===== src/sv/psm_pkg.sv =====
// Shared codes, field widths and control structs for the payload signature matcher.
// No dependencies; every other file refers to it by scoped names.
`default_nettype none

package psm_pkg;

    localparam int DATA_W      = 8;
    localparam int MODE_W      = 2;
    localparam int STATUS_W    = 2;
    localparam int SLOT_OUT_W  = 3;
    localparam int OUT_TDATA_W = 8;

    localparam logic [MODE_W-1:0] MODE_PAYLOAD = 2'd0;
    localparam logic [MODE_W-1:0] MODE_ADD     = 2'd1;
    localparam logic [MODE_W-1:0] MODE_DEL     = 2'd2;
    localparam logic [MODE_W-1:0] MODE_RSVD    = 2'd3;

    localparam logic [STATUS_W-1:0] ST_OK        = 2'd0;
    localparam logic [STATUS_W-1:0] ST_FULL      = 2'd1;
    localparam logic [STATUS_W-1:0] ST_NOT_FOUND = 2'd2;
    localparam logic [STATUS_W-1:0] ST_TOO_LONG  = 2'd3;

    // window control: shift in a payload byte, end of payload run
    typedef struct packed {
        logic shift;
        logic clear;
    } t_win_ctl;

    // signature collection control: push a signature byte, end of run
    typedef struct packed {
        logic push;
        logic clear;
    } t_col_ctl;

    // table update: store the collected signature, or drop an entry
    typedef struct packed {
        logic add;
        logic del;
    } t_tbl_op;

endpackage

`default_nettype wire


===== src/sv/psm_window.sv =====
// Payload sliding window and fill count, with the next-window view for comparison.
// Depends on psm_pkg.
`default_nettype none

module psm_window #(
    parameter int MAX_SIG_LEN = 16,
    parameter int LEN_W       = 5
) (
    input  wire                             i_clk,
    input  wire                             i_rst_n,
    input  psm_pkg::t_win_ctl               i_ctl,
    input  wire  [psm_pkg::DATA_W-1:0]      i_byte,
    output logic [MAX_SIG_LEN*psm_pkg::DATA_W-1:0] o_win_next,
    output logic [LEN_W-1:0]                o_fill_next
);

    localparam int DW = psm_pkg::DATA_W;

    logic [MAX_SIG_LEN*DW-1:0] r_win;
    logic [LEN_W-1:0]          r_fill;

    // oldest byte at position 0, newest at MAX_SIG_LEN-1
    always_comb begin
        for (int j = 0; j < MAX_SIG_LEN - 1; j++) begin
            o_win_next[j*DW +: DW] = r_win[(j+1)*DW +: DW];
        end
        o_win_next[(MAX_SIG_LEN-1)*DW +: DW] = i_byte;
    end

    assign o_fill_next = (r_fill == LEN_W'(MAX_SIG_LEN)) ? r_fill : r_fill + LEN_W'(1);

    always_ff @(posedge i_clk) begin
        if (!i_rst_n) begin
            r_fill <= '0;
            r_win  <= '0;
        end else if (i_ctl.shift) begin
            r_win  <= o_win_next;
            r_fill <= i_ctl.clear ? '0 : o_fill_next;
        end
    end

endmodule

`default_nettype wire


===== src/sv/psm_collect.sv =====
// Collection buffer for a signature being added or removed, kept right-aligned.
// Depends on psm_pkg.
`default_nettype none

module psm_collect #(
    parameter int MAX_SIG_LEN = 16,
    parameter int LEN_W       = 5
) (
    input  wire                             i_clk,
    input  wire                             i_rst_n,
    input  psm_pkg::t_col_ctl               i_ctl,
    input  wire  [psm_pkg::DATA_W-1:0]      i_byte,
    output logic [MAX_SIG_LEN*psm_pkg::DATA_W-1:0] o_pend_next,
    output logic [LEN_W-1:0]                o_len_next,
    output logic                            o_ovf_next,
    output logic [psm_pkg::DATA_W-1:0]      o_first_next
);

    localparam int DW = psm_pkg::DATA_W;

    logic [MAX_SIG_LEN*DW-1:0] r_pend;
    logic [LEN_W-1:0]          r_len;
    logic                      r_ovf;
    logic [DW-1:0]             r_first;
    logic                      w_room;

    assign w_room = (r_len != LEN_W'(MAX_SIG_LEN));

    // bytes enter at the top, so the first byte ends up at MAX_SIG_LEN - length
    always_comb begin
        if (w_room) begin
            for (int j = 0; j < MAX_SIG_LEN - 1; j++) begin
                o_pend_next[j*DW +: DW] = r_pend[(j+1)*DW +: DW];
            end
            o_pend_next[(MAX_SIG_LEN-1)*DW +: DW] = i_byte;
        end else begin
            o_pend_next = r_pend;
        end
    end

    assign o_len_next   = w_room ? r_len + LEN_W'(1) : r_len;
    assign o_ovf_next   = r_ovf | ~w_room;
    assign o_first_next = (r_len == '0) ? i_byte : r_first;

    always_ff @(posedge i_clk) begin
        if (!i_rst_n) begin
            r_len <= '0;
            r_ovf <= 1'b0;
        end else if (i_ctl.push) begin
            r_len <= i_ctl.clear ? '0 : o_len_next;
            r_ovf <= i_ctl.clear ? 1'b0 : o_ovf_next;
        end
    end

    always_ff @(posedge i_clk) begin
        if (i_ctl.push) begin
            r_pend  <= o_pend_next;
            r_first <= o_first_next;
        end
    end

endmodule

`default_nettype wire


===== src/sv/psm_sig_table.sv =====
// Signature table: right-aligned entries, parallel window and removal comparators.
// Depends on psm_pkg.
`default_nettype none

module psm_sig_table #(
    parameter int NUM_SIGS    = 8,
    parameter int MAX_SIG_LEN = 16,
    parameter int LEN_W       = 5,
    parameter int SLOT_W      = 3
) (
    input  wire                                    i_clk,
    input  wire                                    i_rst_n,
    input  wire  [MAX_SIG_LEN*psm_pkg::DATA_W-1:0] i_win,
    input  wire  [LEN_W-1:0]                       i_fill,
    input  wire  [MAX_SIG_LEN*psm_pkg::DATA_W-1:0] i_pend,
    input  wire  [LEN_W-1:0]                       i_plen,
    input  psm_pkg::t_tbl_op                       i_op,
    input  wire  [SLOT_W-1:0]                      i_slot,
    output logic                                   o_hit,
    output logic [NUM_SIGS-1:0]                    o_eq,
    output logic [NUM_SIGS-1:0]                    o_free
);

    localparam int DW = psm_pkg::DATA_W;

    logic [MAX_SIG_LEN*DW-1:0] r_bytes [NUM_SIGS];
    logic [LEN_W-1:0]          r_len   [NUM_SIGS];
    logic [NUM_SIGS-1:0]       r_valid;
    logic [NUM_SIGS-1:0]       w_hit_vec;

    always_comb begin
        logic win_ok;
        logic pend_ok;
        for (int s = 0; s < NUM_SIGS; s++) begin
            win_ok  = 1'b1;
            pend_ok = 1'b1;
            for (int j = 0; j < MAX_SIG_LEN; j++) begin
                // byte j belongs to the entry when j >= MAX_SIG_LEN - length
                if (r_len[s] > LEN_W'(MAX_SIG_LEN - 1 - j) &&
                    r_bytes[s][j*DW +: DW] != i_win[j*DW +: DW]) begin
                    win_ok = 1'b0;
                end
                if (i_plen > LEN_W'(MAX_SIG_LEN - 1 - j) &&
                    r_bytes[s][j*DW +: DW] != i_pend[j*DW +: DW]) begin
                    pend_ok = 1'b0;
                end
            end
            w_hit_vec[s] = r_valid[s] && (r_len[s] != '0) && (r_len[s] <= i_fill) && win_ok;
            o_eq[s]      = r_valid[s] && (r_len[s] == i_plen) && pend_ok;
        end
    end

    assign o_hit  = |w_hit_vec;
    assign o_free = ~r_valid;

    always_ff @(posedge i_clk) begin
        if (!i_rst_n) begin
            r_valid <= '0;
            for (int s = 0; s < NUM_SIGS; s++) begin
                r_len[s] <= '0;
            end
        end else if (i_op.add) begin
            r_valid[i_slot] <= 1'b1;
            r_len[i_slot]   <= i_plen;
        end else if (i_op.del) begin
            r_valid[i_slot] <= 1'b0;
            r_len[i_slot]   <= '0;
        end
    end

    // entry bytes hold no reset; only the length-masked part is ever compared
    always_ff @(posedge i_clk) begin
        if (i_op.add) begin
            r_bytes[i_slot] <= i_pend;
        end
    end

endmodule

`default_nettype wire


===== src/sv/payload_signature_matcher.sv =====
// A request is held in the input register, and its result in the result register behind o_m_tvalid.
// Throughput: one request per cycle while no result is stalled; the table, window and collector
// all update at the same edge that loads the result register from the input register.
// Back-pressure on the master side stalls the input register only for requests that give
// a result. Reset (i_rst_n low, synchronous) empties the table and clears both runs.
// Depends on psm_pkg, psm_window, psm_collect and psm_sig_table.
`default_nettype none

module payload_signature_matcher #(
    parameter int NUM_SIGS    = 8,
    parameter int MAX_SIG_LEN = 16
) (
    input  wire        i_clk,
    input  wire        i_rst_n,
    // slave side: one byte per request
    input  wire        i_s_tvalid,
    output logic       o_s_tready,
    input  wire  [7:0] i_s_tdata,   // [7:0] data_byte
    input  wire  [1:0] i_s_tuser,   // [1:0] mode
    input  wire        i_s_tlast,   // last byte of payload or signature run
    // master side: one result per run
    output logic       o_m_tvalid,
    input  wire        i_m_tready,
    output logic [7:0] o_m_tdata    // [0] matched, [2:1] status, [5:3] slot, [7:6] zero
);

    localparam int DW         = psm_pkg::DATA_W;
    localparam int LEN_W      = $clog2(MAX_SIG_LEN + 1);
    localparam int SLOT_W     = (NUM_SIGS > 1) ? $clog2(NUM_SIGS) : 1;
    localparam int SLOT_OUT_W = psm_pkg::SLOT_OUT_W;
    localparam int BYTE_VALS  = 1 << DW;

    // input register
    logic                        r_in_vld;
    logic [psm_pkg::MODE_W-1:0]  r_in_mode;
    logic [DW-1:0]               r_in_byte;
    logic                        r_in_last;

    // result register and hit latch
    logic                        r_out_vld;
    logic [7:0]                  r_out_data;
    logic                        r_hit;

    logic                        w_out_free;
    logic                        w_gives_result;
    logic                        w_adv;
    logic                        w_is_pay;
    logic                        w_is_sig;

    psm_pkg::t_win_ctl           w_win_ctl;
    psm_pkg::t_col_ctl           w_col_ctl;
    psm_pkg::t_tbl_op            w_tbl_op;

    logic [MAX_SIG_LEN*DW-1:0]   w_win_next;
    logic [LEN_W-1:0]            w_fill_next;
    logic [MAX_SIG_LEN*DW-1:0]   w_pend_next;
    logic [LEN_W-1:0]            w_len_next;
    logic                        w_ovf_next;
    logic [DW-1:0]               w_first_next;

    logic                        w_hit_now;
    logic [NUM_SIGS-1:0]         w_eq;
    logic [NUM_SIGS-1:0]         w_free;
    logic [NUM_SIGS-1:0]         w_cand;
    logic [SLOT_W-1:0]           w_start;
    logic [SLOT_W-1:0]           w_idx;
    logic                        w_found;
    logic [psm_pkg::STATUS_W-1:0] w_status;
    logic [SLOT_OUT_W-1:0]       w_slot_out;
    logic                        w_matched;

    // start slot = first byte mod NUM_SIGS, as a constant table
    logic [SLOT_W-1:0]           w_start_tab [BYTE_VALS];

    for (genvar v = 0; v < BYTE_VALS; v++) begin : g_start_tab
        assign w_start_tab[v] = SLOT_W'(v % NUM_SIGS);
    end

    // ---------------------------------------------------------------------
    // Handshake. The processing stage advances unless it owes a result and
    // the result register is still full.
    // ---------------------------------------------------------------------
    assign w_out_free     = !r_out_vld || i_m_tready;
    assign w_gives_result = r_in_last && (r_in_mode != psm_pkg::MODE_RSVD);
    assign w_adv          = r_in_vld && (!w_gives_result || w_out_free);
    assign o_s_tready     = !r_in_vld || w_adv;

    assign w_is_pay = (r_in_mode == psm_pkg::MODE_PAYLOAD);
    assign w_is_sig = (r_in_mode == psm_pkg::MODE_ADD) || (r_in_mode == psm_pkg::MODE_DEL);

    always_ff @(posedge i_clk) begin
        if (!i_rst_n) begin
            r_in_vld <= 1'b0;
        end else if (o_s_tready) begin
            r_in_vld <= i_s_tvalid;
        end
    end

    always_ff @(posedge i_clk) begin
        if (i_s_tvalid && o_s_tready) begin
            r_in_mode <= i_s_tuser;
            r_in_byte <= i_s_tdata;
            r_in_last <= i_s_tlast;
        end
    end

    // ---------------------------------------------------------------------
    // Datapath units
    // ---------------------------------------------------------------------
    assign w_win_ctl.shift = w_adv && w_is_pay;
    assign w_win_ctl.clear = r_in_last;
    assign w_col_ctl.push  = w_adv && w_is_sig;
    assign w_col_ctl.clear = r_in_last;

    psm_window #(
        .MAX_SIG_LEN (MAX_SIG_LEN),
        .LEN_W       (LEN_W)
    ) u_window (
        .i_clk       (i_clk),
        .i_rst_n     (i_rst_n),
        .i_ctl       (w_win_ctl),
        .i_byte      (r_in_byte),
        .o_win_next  (w_win_next),
        .o_fill_next (w_fill_next)
    );

    psm_collect #(
        .MAX_SIG_LEN  (MAX_SIG_LEN),
        .LEN_W        (LEN_W)
    ) u_collect (
        .i_clk        (i_clk),
        .i_rst_n      (i_rst_n),
        .i_ctl        (w_col_ctl),
        .i_byte       (r_in_byte),
        .o_pend_next  (w_pend_next),
        .o_len_next   (w_len_next),
        .o_ovf_next   (w_ovf_next),
        .o_first_next (w_first_next)
    );

    psm_sig_table #(
        .NUM_SIGS    (NUM_SIGS),
        .MAX_SIG_LEN (MAX_SIG_LEN),
        .LEN_W       (LEN_W),
        .SLOT_W      (SLOT_W)
    ) u_table (
        .i_clk       (i_clk),
        .i_rst_n     (i_rst_n),
        .i_win       (w_win_next),
        .i_fill      (w_fill_next),
        .i_pend      (w_pend_next),
        .i_plen      (w_len_next),
        .i_op        (w_tbl_op),
        .i_slot      (w_idx),
        .o_hit       (w_hit_now),
        .o_eq        (w_eq),
        .o_free      (w_free)
    );

    // ---------------------------------------------------------------------
    // Slot search: lowest candidate at or above the start slot, no wrap.
    // Add looks for a free slot, remove for an equal valid entry.
    // ---------------------------------------------------------------------
    assign w_start = w_start_tab[w_first_next];

    always_comb begin
        for (int s = 0; s < NUM_SIGS; s++) begin
            w_cand[s] = ((r_in_mode == psm_pkg::MODE_ADD) ? w_free[s] : w_eq[s]) &&
                        (SLOT_W'(s) >= w_start);
        end
        w_idx = '0;
        for (int s = NUM_SIGS - 1; s >= 0; s--) begin
            if (w_cand[s]) begin
                w_idx = SLOT_W'(s);
            end
        end
    end

    assign w_found = |w_cand;

    // table changes only on the last byte of a signature run that fits
    assign w_tbl_op.add = w_col_ctl.push && r_in_last && !w_ovf_next && w_found &&
                          (r_in_mode == psm_pkg::MODE_ADD);
    assign w_tbl_op.del = w_col_ctl.push && r_in_last && !w_ovf_next && w_found &&
                          (r_in_mode == psm_pkg::MODE_DEL);

    // ---------------------------------------------------------------------
    // Result fields
    // ---------------------------------------------------------------------
    always_comb begin
        w_status   = psm_pkg::ST_OK;
        w_slot_out = '0;
        w_matched  = 1'b0;
        if (w_is_pay) begin
            w_matched = r_hit || w_hit_now;
        end else if (w_ovf_next) begin
            w_status = psm_pkg::ST_TOO_LONG;
        end else if (!w_found) begin
            w_status = (r_in_mode == psm_pkg::MODE_ADD) ? psm_pkg::ST_FULL
                                                        : psm_pkg::ST_NOT_FOUND;
        end else begin
            w_slot_out = SLOT_OUT_W'(w_idx);
        end
    end

    // hit latch spans one payload run
    always_ff @(posedge i_clk) begin
        if (!i_rst_n) begin
            r_hit <= 1'b0;
        end else if (w_win_ctl.shift) begin
            r_hit <= r_in_last ? 1'b0 : (r_hit || w_hit_now);
        end
    end

    always_ff @(posedge i_clk) begin
        if (!i_rst_n) begin
            r_out_vld <= 1'b0;
        end else if (w_adv && w_gives_result) begin
            r_out_vld <= 1'b1;
        end else if (i_m_tready) begin
            r_out_vld <= 1'b0;
        end
    end

    always_ff @(posedge i_clk) begin
        if (w_adv && w_gives_result) begin
            r_out_data <= {2'b00, w_slot_out, w_status, w_matched};
        end
    end

    assign o_m_tvalid = r_out_vld;
    assign o_m_tdata  = r_out_data;

endmodule

`default_nettype wire


===== config.mk =====
export PLATFORM = sky130hd
export DESIGN_NAME = payload_signature_matcher
export DESIGN_NICKNAME = d
export VERILOG_FILES = /design/src/sv/psm_pkg.sv /design/src/sv/psm_window.sv /design/src/sv/psm_collect.sv /design/src/sv/psm_sig_table.sv /design/src/sv/payload_signature_matcher.sv
export SDC_FILE = /design/constraint.sdc
export NUM_CORES = 2
export LEC_CHECK = 0
export BUFFER_PORTS_ARGS = -buffer_cell sky130_fd_sc_hd__buf_4
export CAP_MARGIN = 10
export CORE_MARGIN = 3
export CORE_UTILIZATION = 55
export CTS_CLUSTER_SIZE = 16
export DETAILED_ROUTE_END_ITERATION = 6
export HOLD_SLACK_MARGIN = 0.06
export PLACE_DENSITY_LB_ADDON = 0.2
export SETUP_SLACK_MARGIN = 0.4
export SYNTH_ARGS = -nofsm -noshare
export SYNTH_HDL_FRONTEND = slang
export SYNTH_SLANG_ARGS = --single-unit

===== constraint.sdc =====
create_clock -name i_clk -period 10 [get_ports i_clk]
set_input_delay 2 -clock i_clk [delete_from_list [all_inputs] [get_ports i_clk]]
set_output_delay 2 -clock i_clk [all_outputs]
set_load 0.01 [all_outputs]

==> impl_metrics.py <==
metrics = {
    "synthesis": {
        "ys_seq_elements": 1354,
        "netlist_area_sq_um": 81200,
        "ys_top_cells_by_count": "1,212 x edfxtp_1, 984 x xor2_1, 945 x xnor2_1",
        "ys_types": 102,
        "yosysTopAreaCell": "edfxtp_1",
        "syn_inst": 7571,
        "synth_top_area_share_pct": 44.8,
        "synth_edf_count": 1212,
        "synth_warnings": 0,
        "async_flop_share_pct": 0,
        "yosys.cell_count.top_type": "edfxtp_1",
        "yosys-top-cells-area": "edfxtp_1 45%, xor2_1 11%, xnor2_1 10%, dfxtp_1 3.5%, inv_1 2.2%",
        "ys.flop_type": "edfxtp_1",
        "synth.avg_cell_area_sq_um": 10.7,
        "yosysSeqAreaShare_pct": 48.3,
    },
    "routing": {
        "vias": 67948,
        "dr.pass1.iters": 7,
        "dr.first_iter.drc_count": 12266,
        "route.detailed.drc": 15,
        "wl_per_cell_microns": 35.4,
        "wl_microns": 337000,
        "postRouteAntennaNets": 0,
        "via_per_inst": 7.13,
    },
    "cells_and_area": {
        "nFillCells": 11844,
        "final_util_pct": 60.7,
        "fin_nets": 7536,
        "areaGrowthSynthToFinish_pct": 9.22,
        "layout-drive-gt1-share_pct": 7.70,
        "final_cells": 9524,
        "regArea_sq_um": 39200,
        "multi_input_area_sq_um": 38200,
    },
    "setup_path": {
        "r2r_start": "u_collect.r_len[0]",
        "crit_family": "compound AO/OA/AOI/OAI gates",
        "path_buf_inv": 3,
        "reg2reg_slack_ns": 1.97,
        "crit_fanout": 72,
        "crit_path_end_kind": "register",
        "startpoint_type": "register",
        "crit_start": "u_collect.r_len[0]",
        "cp_cell_sequence": "inv_1, ha_1, and4bb_4, xnor2_2, buf_4, a21oi_1, a31oi_1, a2111oi_1, o2111ai_1, o21ai_2, nor4_4, a21oi_1, and4_1, and2_4, buf_12",
        "path_class": "reg2reg",
        "critical_path.slowest_cell": "a21oi_1",
        "crit_top_cell": "a21oi_1",
        "slowest_delay_ns": 1.01,
        "required_ns": 10.45,
        "crit_arrival_ns": 8.48,
    },
    "clock_tree": {
        "htree_num_levels": 4,
        "numCtsBuffers": 149,
        "ctsResizeCount": 0,
        "clk_latency_ns": 0.86,
        "cts-root-buf": "clkbuf_16",
        "clk_path_buf_depth": 3,
        "cts_tree": "done",
        "post_cts_buffers": 0,
        "ctsHoldBuffers": 0,
        "clk_pin_slew_ns": 0.06,
        "cts_sinks": 1354,
    },
    "power": {
        "total_power_uw": 12800,
        "vdd_drop_max_uv": 182,
        "power_leakage_uw": 0.0309,
        "p_per_area_nw_per_um2": 144,
    },
    "timing": {
        "rsz0062_at_grt": "no",
        "relSlewSlack_pct": 4.52,
        "setup_viol": 0,
        "max_clock_freq_ghz": 0.125,
        "fin_crit_ns": 8.03,
        "period_share_pct": 80.3,
        "timing.setup.tns_ns": 0,
        "tightestPinTransition_ns": 1.43,
        "hold_viol": 0,
        "maxSlewViolCount": 0,
        "final.setup_skew_ns": 0.0675,
    },
    "status": {
        "violations": "DRC",
        "status": "complete, but fails checks",
    },
    "global_routing": {
        "grt_overflow": 0,
        "grt_pass1_vias": 63489,
        "gr-usage-met1_pct": 56.2,
        "grtUsageTotal_pct": 43.1,
        "gr-usage-met3_pct": 13.7,
        "grt_busiest_layer": "met2",
        "grt_pass1_wl_microns": 472000,
        "grt_use_met2_pct": 63.1,
        "grt_antenna_before_repair": 23,
        "grt_max_degree": 146,
    },
    "placed_design": {
        "placed_cells": 9235,
        "gp_congestion": 1.05,
        "numPortBuffers": 22,
        "dp_hpwl_microns": 230000,
    },
    "floorplan": {
        "coreArea_sq_um": 146000,
        "die_h_microns": 390,
        "initial_core_util_pct": 55.6,
        "placementRows": 140,
        "die_w_microns": 390,
        "ios": 25,
        "fp.dieArea_sq_um": 152000,
    },
    "min_path": {
        "holdCritStartpoint": "u_window.r_win[110]",
        "hold_path_class": "reg2reg",
    },
    "job": {
        "max_cap_viol_count": 0,
    },
}
==> worst paths after layout <==
| check | to | cells past startpoint |
|---|---|---|
| setup / recovery | u_table.r_bytes[6][54] | 15 |
| hold / removal | u_window.r_win[110] | 2 |
| setup reg to reg | u_table.r_bytes[6][54] | 15 |
| hold reg to reg | u_window.r_win[110] | 2 |
==> where the power goes <==
part           total [uW]  internal, uW  switching, uW
combinational         700           203            497
clock                5830          3370           2470
sequential           6260          6170           97.5
total               12800          9740           3060
==> metrics by stage <==
stage          cell area, sq um  worst slack [ns]  hold WS [ns]
6_report                  88700              1.97         0.491
5_1_grt                   88700              1.92         0.530
4_1_cts                   88700              2.21         0.490
3_5_place_dp              83500              2.22         0.482
3_3_place_gp              83500              2.25         0.475
2_1_floorplan             81200              2.47         0.454
==> per-layer routing <==
layer  routed length (microns)  vias to the layer above
met1                    122000                    33064
li1                          -                    27689
met3                     49200                     1391
met5                       178                        -
met4                     24700                       24
met2                    141000                     5780
==> worst register-to-register path, delay by kind of cell (launching register included) <==
kind / cells / cell delay [ns]
buf+inv: 3 / 0.94
xor+xnor: 1 / 0.14
flops: 1 / 0.43
simple gates: 4 / 2.32
compound gates: 6 / 3.48
fa+ha+maj: 1 / 0.26
==> final cells by class <==
cell class | count | share of cell area [%]
Tap cell | 1917 | 2.70
Multi-Input combinational cell | 5259 | 43.1
Clock buffer | 205 | 4.86
Sequential cell | 1354 | 44.2
Inverter | 481 | 2.05
Clock inverter | 72 | 0.954
Antenna cell | 9 | 0.0254
Timing Repair Buffer | 227 | 2.08
==> logic make-up after synthesis <==
family,share of synthesized area (%)
muxes,1.50
buffers and inverters,4.81
AOI/OAI and AO/OA,13.5
DFF,48.3
other,0.00462
xor gates and xnor gates,20.8
and+or+nand+nor,10.3
adders and majority gates,0.780
==> placed cells by master (no fill, tap or decap), types with 18 or more instances in the layout <==
| cell | n |
|---|---|
| a221oi_1 | 102 |
| o32ai_1 | 18 |
| o221ai_1 | 85 |
| a31oi_1 | 96 |
| o21ai_1 | 20 |
| o2111ai_1 | 37 |
| xor2_1 | 983 |
| and3_1 | 22 |
| xnor2_1 | 943 |
| inv_1 | 467 |
| nor4_1 | 232 |
| nand2b_1 | 33 |
| or2_2 | 18 |
| o2bb2ai_1 | 33 |
| a211oi_1 | 25 |
| clkbuf_16 | 159 |
| a21oi_1 | 333 |
| clkbuf_1 | 30 |
| nor2b_1 | 62 |
| clkinv_1 | 24 |
| mux2i_1 | 68 |
| o211ai_1 | 25 |
| o21a_1 | 20 |
| ha_1 | 49 |
| o41ai_1 | 18 |
| edfxtp_1 | 1212 |
| buf_4 | 211 |
| a2111oi_0 | 50 |
| nand3_1 | 117 |
| nand4_1 | 207 |
| nor2_1 | 212 |
| o21ai_0 | 157 |
| clkinv_2 | 19 |
| o22ai_1 | 165 |
| nor3_1 | 184 |
| dfxtp_1 | 142 |
| a222oi_1 | 90 |
| nand2_1 | 457 |
| a22oi_1 | 63 |
==> registers in the layout (all words and copies together) (netlist names), named ones only <==
name               flops
u_table.r_bytes     1024
u_collect.r_pend     128
u_window.r_win       120
u_table.r_len         40
r_in_byte              8
o_m_tdata              6
u_collect.r_len        5
u_window.r_fill        5
u_collect.r_first      3
r_in_mode              2
o_m_tvalid             1
r_hit                  1
r_in_last              1
r_in_vld               1
u_collect.r_ovf        1
Power figures use the tool's default switching activity.
